--- config.mk ---
export PLATFORM = sky130hd
export DESIGN_NAME = llat_ctrl
export DESIGN_NICKNAME = d
export VERILOG_FILES = /design/src/sv/llat_pkg.sv /design/src/sv/llat_ctrl.sv
export SDC_FILE = /design/constraint.sdc
export NUM_CORES = 1
export LEC_CHECK = 0
export ABC_AREA = 0
export BUFFER_PORTS_ARGS = -buffer_cell sky130_fd_sc_hd__buf_2
export CAP_MARGIN = 10
export CORE_MARGIN = 10
export CORE_UTILIZATION = 36
export DETAILED_ROUTE_END_ITERATION = 12
export MAX_ROUTING_LAYER = met4
export PLACE_DENSITY = 0.55
export SKIP_LAST_GASP = 1
export SYNTH_ARGS = -nofsm -noshare
export SYNTH_HDL_FRONTEND = slang
export SYNTH_SLANG_ARGS = --single-unit
--- constraint.sdc ---
create_clock -name clk -period 4.7 [get_ports clk]
set_input_delay 0.94 -clock clk [delete_from_list [all_inputs] [get_ports clk]]
set_output_delay 0.94 -clock clk [all_outputs]
set_load 0.01 [all_outputs]
--- src/sv/llat_pkg.sv ---
// Shared types, codes and helper functions for the life-like automaton core.
// Used by llat_ctrl, llat_dpath and life_like_automaton_torus_core.
// No dependencies.
package llat_pkg;

  // Default grid size; both dimensions must be powers of two.
  localparam int GRID_W_DEF = 64;
  localparam int GRID_H_DEF = 64;

  // Channel widths.
  localparam int IN_TDATA_W  = 24;
  localparam int OUT_TDATA_W = 16;
  localparam int LIVE_W      = 13;
  localparam int CFG_IDX_W   = 1;

  // Action codes of an input transaction.
  localparam logic [1:0] ACT_WRITE   = 2'd0;
  localparam logic [1:0] ACT_ADVANCE = 2'd1;
  localparam logic [1:0] ACT_READ    = 2'd2;

  // Register indexes of the configuration port.
  localparam logic [CFG_IDX_W-1:0] REG_BIRTH   = 1'd0;
  localparam logic [CFG_IDX_W-1:0] REG_SURVIVE = 1'd1;

  // Register reset values.
  localparam logic [7:0] BIRTH_RST   = 8'd8;
  localparam logic [7:0] SURVIVE_RST = 8'd12;

  // Source of the cell bit in a result.
  localparam logic [1:0] CELL_ZERO = 2'd0;
  localparam logic [1:0] CELL_ROW  = 2'd1;
  localparam logic [1:0] CELL_WVAL = 2'd2;

  // Commands from the controller to the datapath.
  typedef struct packed {
    logic       rd_en;     // read one grid row
    logic       shift;     // move the row window down by one row
    logic       first_ld;  // save the original first row
    logic       gen_wr;    // write the next-generation row
    logic       use_first; // bottom neighbor row is the saved first row
    logic       poke_wr;   // write the fetched row with one cell changed
    logic       cell_ld;   // load the result cell bit
    logic [1:0] cell_sel;  // source of the result cell bit
    logic       out_ld;    // load the output register
  } ctrl_cmd_t;

  // Status from the datapath to the controller.
  typedef struct packed {
    logic out_busy; // output register holds a result that is not taken now
  } ctrl_sts_t;

  // Number of set bits in one byte.
  function automatic logic [3:0] popcount8(input logic [7:0] v);
    logic [3:0] n;
    n = '0;
    for (int i = 0; i < 8; i++) begin
      n = n + {3'b000, v[i]};
    end
    return n;
  endfunction

endpackage

--- src/sv/llat_ctrl.sv ---
// Controller state machine of the life-like automaton core.
// Sequences row reads, writes and generation sweeps; depends on llat_pkg.
module llat_ctrl #(
  parameter int GRID_W = llat_pkg::GRID_W_DEF,
  parameter int GRID_H = llat_pkg::GRID_H_DEF,
  localparam int XW = $clog2(GRID_W),
  localparam int AW = $clog2(GRID_H)
) (
  input  logic                  clk,
  input  logic                  rst_n,
  // Input item fields.
  input  logic                  in_valid,
  output logic                  in_ready,
  input  logic [1:0]            in_action,
  input  logic [5:0]            in_cell_x,
  input  logic [5:0]            in_cell_y,
  input  logic                  in_write_value,
  input  logic [7:0]            in_generation_count,
  // Datapath control.
  output llat_pkg::ctrl_cmd_t   cmd,
  input  llat_pkg::ctrl_sts_t   sts,
  output logic [AW-1:0]         rd_addr,
  output logic [AW-1:0]         wr_addr,
  output logic [XW-1:0]         cell_x,
  output logic                  write_value
);

  localparam int SW = $clog2(GRID_H + 3);

  localparam logic [2:0] S_IDLE  = 3'd0;
  localparam logic [2:0] S_FETCH = 3'd1;
  localparam logic [2:0] S_EXEC  = 3'd2;
  localparam logic [2:0] S_GEN   = 3'd3;
  localparam logic [2:0] S_DRAIN = 3'd4;
  localparam logic [2:0] S_DONE  = 3'd5;

  logic [2:0]    state_r, state_nxt;
  logic [SW-1:0] step_r, step_nxt;
  logic [7:0]    gen_left_r, gen_left_nxt;
  logic [1:0]    act_r, act_nxt;
  logic [XW-1:0] x_r, x_nxt;
  logic [AW-1:0] y_r, y_nxt;
  logic          wval_r, wval_nxt;

  assign in_ready    = (state_r == S_IDLE);
  assign cell_x      = x_r;
  assign write_value = wval_r;

  // Next state and command decode.
  always_comb begin
    state_nxt    = state_r;
    step_nxt     = step_r;
    gen_left_nxt = gen_left_r;
    act_nxt      = act_r;
    x_nxt        = x_r;
    y_nxt        = y_r;
    wval_nxt     = wval_r;
    cmd          = '0;
    rd_addr      = '0;
    wr_addr      = '0;
    unique case (state_r)
      S_IDLE: begin
        if (in_valid) begin
          act_nxt      = in_action;
          x_nxt        = XW'(in_cell_x % GRID_W);
          y_nxt        = AW'(in_cell_y % GRID_H);
          wval_nxt     = in_write_value;
          gen_left_nxt = in_generation_count;
          step_nxt     = '0;
          cmd.cell_ld  = 1'b1;
          cmd.cell_sel = llat_pkg::CELL_ZERO;
          if (in_action == llat_pkg::ACT_WRITE || in_action == llat_pkg::ACT_READ) begin
            state_nxt = S_FETCH;
          end else if (in_action == llat_pkg::ACT_ADVANCE && in_generation_count != 8'd0) begin
            state_nxt = S_GEN;
          end else begin
            state_nxt = S_DONE;
          end
        end
      end
      S_FETCH: begin
        cmd.rd_en = 1'b1;
        rd_addr   = y_r;
        state_nxt = S_EXEC;
      end
      S_EXEC: begin
        cmd.cell_ld = 1'b1;
        if (act_r == llat_pkg::ACT_WRITE) begin
          cmd.poke_wr  = 1'b1;
          wr_addr      = y_r;
          cmd.cell_sel = llat_pkg::CELL_WVAL;
        end else begin
          cmd.cell_sel = llat_pkg::CELL_ROW;
        end
        step_nxt  = '0;
        state_nxt = S_DRAIN;
      end
      S_GEN: begin
        // Reads: last row first, then rows top to bottom.
        if (step_r <= SW'(GRID_H)) begin
          cmd.rd_en = 1'b1;
          rd_addr   = (step_r == '0) ? AW'(GRID_H - 1) : AW'(step_r - SW'(1));
        end
        if (step_r >= SW'(1) && step_r <= SW'(GRID_H + 1)) begin
          cmd.shift = 1'b1;
        end
        if (step_r == SW'(2)) begin
          cmd.first_ld = 1'b1;
        end
        // Writes: row y once its lower neighbor has been fetched.
        if (step_r >= SW'(3)) begin
          cmd.gen_wr = 1'b1;
          wr_addr    = AW'(step_r - SW'(3));
        end
        if (step_r == SW'(GRID_H + 2)) begin
          cmd.use_first = 1'b1;
          step_nxt      = '0;
          if (gen_left_r == 8'd1) begin
            state_nxt = S_DRAIN;
          end else begin
            gen_left_nxt = gen_left_r - 8'd1;
          end
        end else begin
          step_nxt = step_r + SW'(1);
        end
      end
      S_DRAIN: begin
        // Let the live-count pipeline settle.
        if (step_r == SW'(1)) begin
          state_nxt = S_DONE;
        end else begin
          step_nxt = step_r + SW'(1);
        end
      end
      S_DONE: begin
        if (!sts.out_busy) begin
          cmd.out_ld = 1'b1;
          state_nxt  = S_IDLE;
        end
      end
      default: begin
        state_nxt = S_IDLE;
      end
    endcase
  end

  // Control state.
  always_ff @(posedge clk) begin
    if (!rst_n) begin
      state_r    <= S_IDLE;
      step_r     <= '0;
      gen_left_r <= '0;
    end else begin
      state_r    <= state_nxt;
      step_r     <= step_nxt;
      gen_left_r <= gen_left_nxt;
    end
  end

  // Latched item fields.
  always_ff @(posedge clk) begin
    act_r  <= act_nxt;
    x_r    <= x_nxt;
    y_r    <= y_nxt;
    wval_r <= wval_nxt;
  end

endmodule

==> results.cfg <==
[routing]
detail_route.iter0.violations = 87
wl_um = 5710
drtPass1Iterations = 4
avgViaCountPerCell = 5.24
vias = 1949
ant_nets = 0
drcViolationCount = 0
wl_per_cell_um = 15.4

[placed_design]
dp_slack_ps = 1860
numPortBuffers = 56
place_hpwl_um = 4410
globalplace.congestion = 0.809
placed_area_mm2 = 0.00241
dp.cells = 364

[clock_network]
cts.root.buffer_cell = clkbuf_8
htree_num_levels = 2
clock_path_buffers = 2
cts_hold_buf = 0
post_cts_buffers = 0
cts_sinks = 33
worst_skew_pair.late_latency_ps = 290
clk_pin_slew_ps = 70
ctsResizeCount = 0
numCtsBuffers = 5
cts_tree = yes

[setup_path]
cp_max_fo = 16
worstSetupPathType = reg2out
cp-start-kind = flip-flop
critical_path_arrival_ps = 2190
end_kind = output port
required_ps = 3760
r2r_slack_ps = 2590

[power]
p_per_area_mw_per_mm2 = 443
power_mw = 1.11
switching_share_pct = 40.1
p_switching_mw = 0.443
ir_worst_vdd_uv = 243
p_leak_nw = 1.04
power.share.combinational_pct = 40.3
p_clk_share_pct = 20.8
p_int_mw = 0.662
power_frac_seq_pct = 38.9

[logic_synthesis]
ys_warn_count = 0
yosysTopAreaCell = edfxtp_1
yosys.area.top_type_share_pct = 21.5
synthTopCellsByCount = nand2_1, nor2_1, a21oi_1, dfxtp_1, edfxtp_1
netlist_instances = 249
synth_edf_count = 15
syn_area_mm2 = 0.00209
syn_area_per_cell_um2 = 8.40
async_reset_ff_share_pct = 0
ys_types = 52
synth-seq-area-share_pct = 38.8
yosysMostFrequentCell = nand2_1
ys_seq_elements = 33
synthFlopType = dfxtp_1
syn_nets = 283
ys_top_cells_by_area = edfxtp_1, dfxtp_1, nand2_1

[die]
ioPinCount = 57
rows = 27
core_region_area_mm2 = 0.00557
die_x_um = 96.2
die_height_um = 96.2
dieArea_mm2 = 0.00926
start_util_pct = 37.5

[finish]
fin_util_pct = 44.8
fin_cells = 372
final_layout_size_suffix_gt1_share_pct = 24.0
finalNetCount = 333
num_antenna_cells = 0
final_area_mm2 = 0.00250
syn_to_final_growth_pct = 19.4

[timing]
finClkSkew_ps = 5.69
period_minus_slack_ps = 3130
whs_ps = 495
fin_ws_ps = 1570
setup_viol = 0
finalCritPeriodShare_pct = 66.5
max_freq_mhz = 320
rsz0062_at_grt = no
fin_setup_tns_ps = 0
hold_violations = 0
relSlewSlack_pct = 52.0
tightestPinTransition_ps = 714
final-max-slew-violation-count = 0

[global_routing]
grt_max_degree = 24
antenna_found_initial = 0
grt_usage_pct = 13.4
grt_pass1_vias = 1910
grt_pass1_wl_um = 9560
grt_overflow_total = 0

[outcome]
status = complete, no violations

[job]
maxCapViolations = 0

[hold_path]
hp-class = reg2reg
power by group through the flow:
stage               clock (mW)  combinational (mW)  sequential (mW)
finish                   0.230               0.445            0.430
global route             0.245               0.505            0.441
CTS                      0.232               0.451            0.430
detailed placement           0               0.448            0.436
global placement             0               0.448            0.436
floorplan                    0               0.339            0.406
critical path, stage by stage, from the launching register on:
cell,delay (ps)
dfxtp_1,470
or4_4,620
nor2_1,170
a21o_1,240
inv_1,70
a22o_1,180
buf_2,140
layout make-up:
type	count	area (um^2)
fillers	593	3080
multi-input cells	189	1160
flip-flops and latches	33	811
repair buffers	58	295
clock buffers	8	90.1
well taps	72	90.1
inverters	12	45.0
cell usage in the layout (no fill, tap or decap), drive strengths merged, types with 2 or more instances in the layout:
| cell type | netlist | layout |
|---|---|---|
| o21ai | 13 | 13 |
| ha | 7 | 7 |
| a21o | 3 | 3 |
| buf | 6 | 58 |
| o31ai | 4 | 4 |
| nor2 | 25 | 25 |
| xnor2 | 8 | 8 |
| and3 | 2 | 2 |
| nand3b | 3 | 3 |
| xor2 | 2 | 2 |
| edfxtp | 15 | 15 |
| and2 | 2 | 2 |
| a21oi | 21 | 21 |
| clkbuf | 9 | 8 |
| nand2 | 33 | 33 |
| nor4 | 8 | 8 |
| inv | 11 | 11 |
| dfxtp | 18 | 18 |
| o32ai | 2 | 2 |
| o21a | 3 | 3 |
| nand3 | 11 | 11 |
| a211oi | 3 | 3 |
| nand2b | 5 | 5 |
| nor3 | 11 | 11 |
| a22o | 5 | 5 |
flip-flops by register name (all words and copies together) (netlist names):
signal	flops
step_r	7
gen_left_r	8
write_value	1
act_r	2
y_r	6
cell_x	6
state_r	3
kinds of logic after synthesis:
family	count (synthesis)	share of synthesized area [%]
flip-flops	33	38.8
adder cells (fa/ha/maj)	7	4.19
buffers and inverters	27	5.51
AO/OA/AOI/OAI	64	21.5
XOR/XNOR	10	4.19
multiplexers	1	0.539
AND/OR/NAND/NOR	107	25.3
path summary, 6_finish.rpt:
| path | to | cells past startpoint | startpoint |
|---|---|---|---|
| worst max-delay path | wr_addr[1] | 6 | step_r[2]$_SDFFE_PN0P_ |
| worst min-delay path | gen_left_r[3]$_SDFFE_PN0P_ | 2 | gen_left_r[3]$_SDFFE_PN0P_ |
| worst max register to register | step_r[6]$_SDFFE_PN0P_ | 5 | step_r[2]$_SDFFE_PN0P_ |
| worst min register to register | gen_left_r[3]$_SDFFE_PN0P_ | 2 | gen_left_r[3]$_SDFFE_PN0P_ |
per-layer routing:
layer  global-route usage [%]  routed length (um)  vias to the layer above
met5                        -                   0                        -
met4                     6.14                 103                        0
met3                     2.33                 266                        7
met2                     21.9                2740                       46
met1                     15.6                2600                      904
li1                         -                   -                      992
Power figures use the tool's default switching activity.
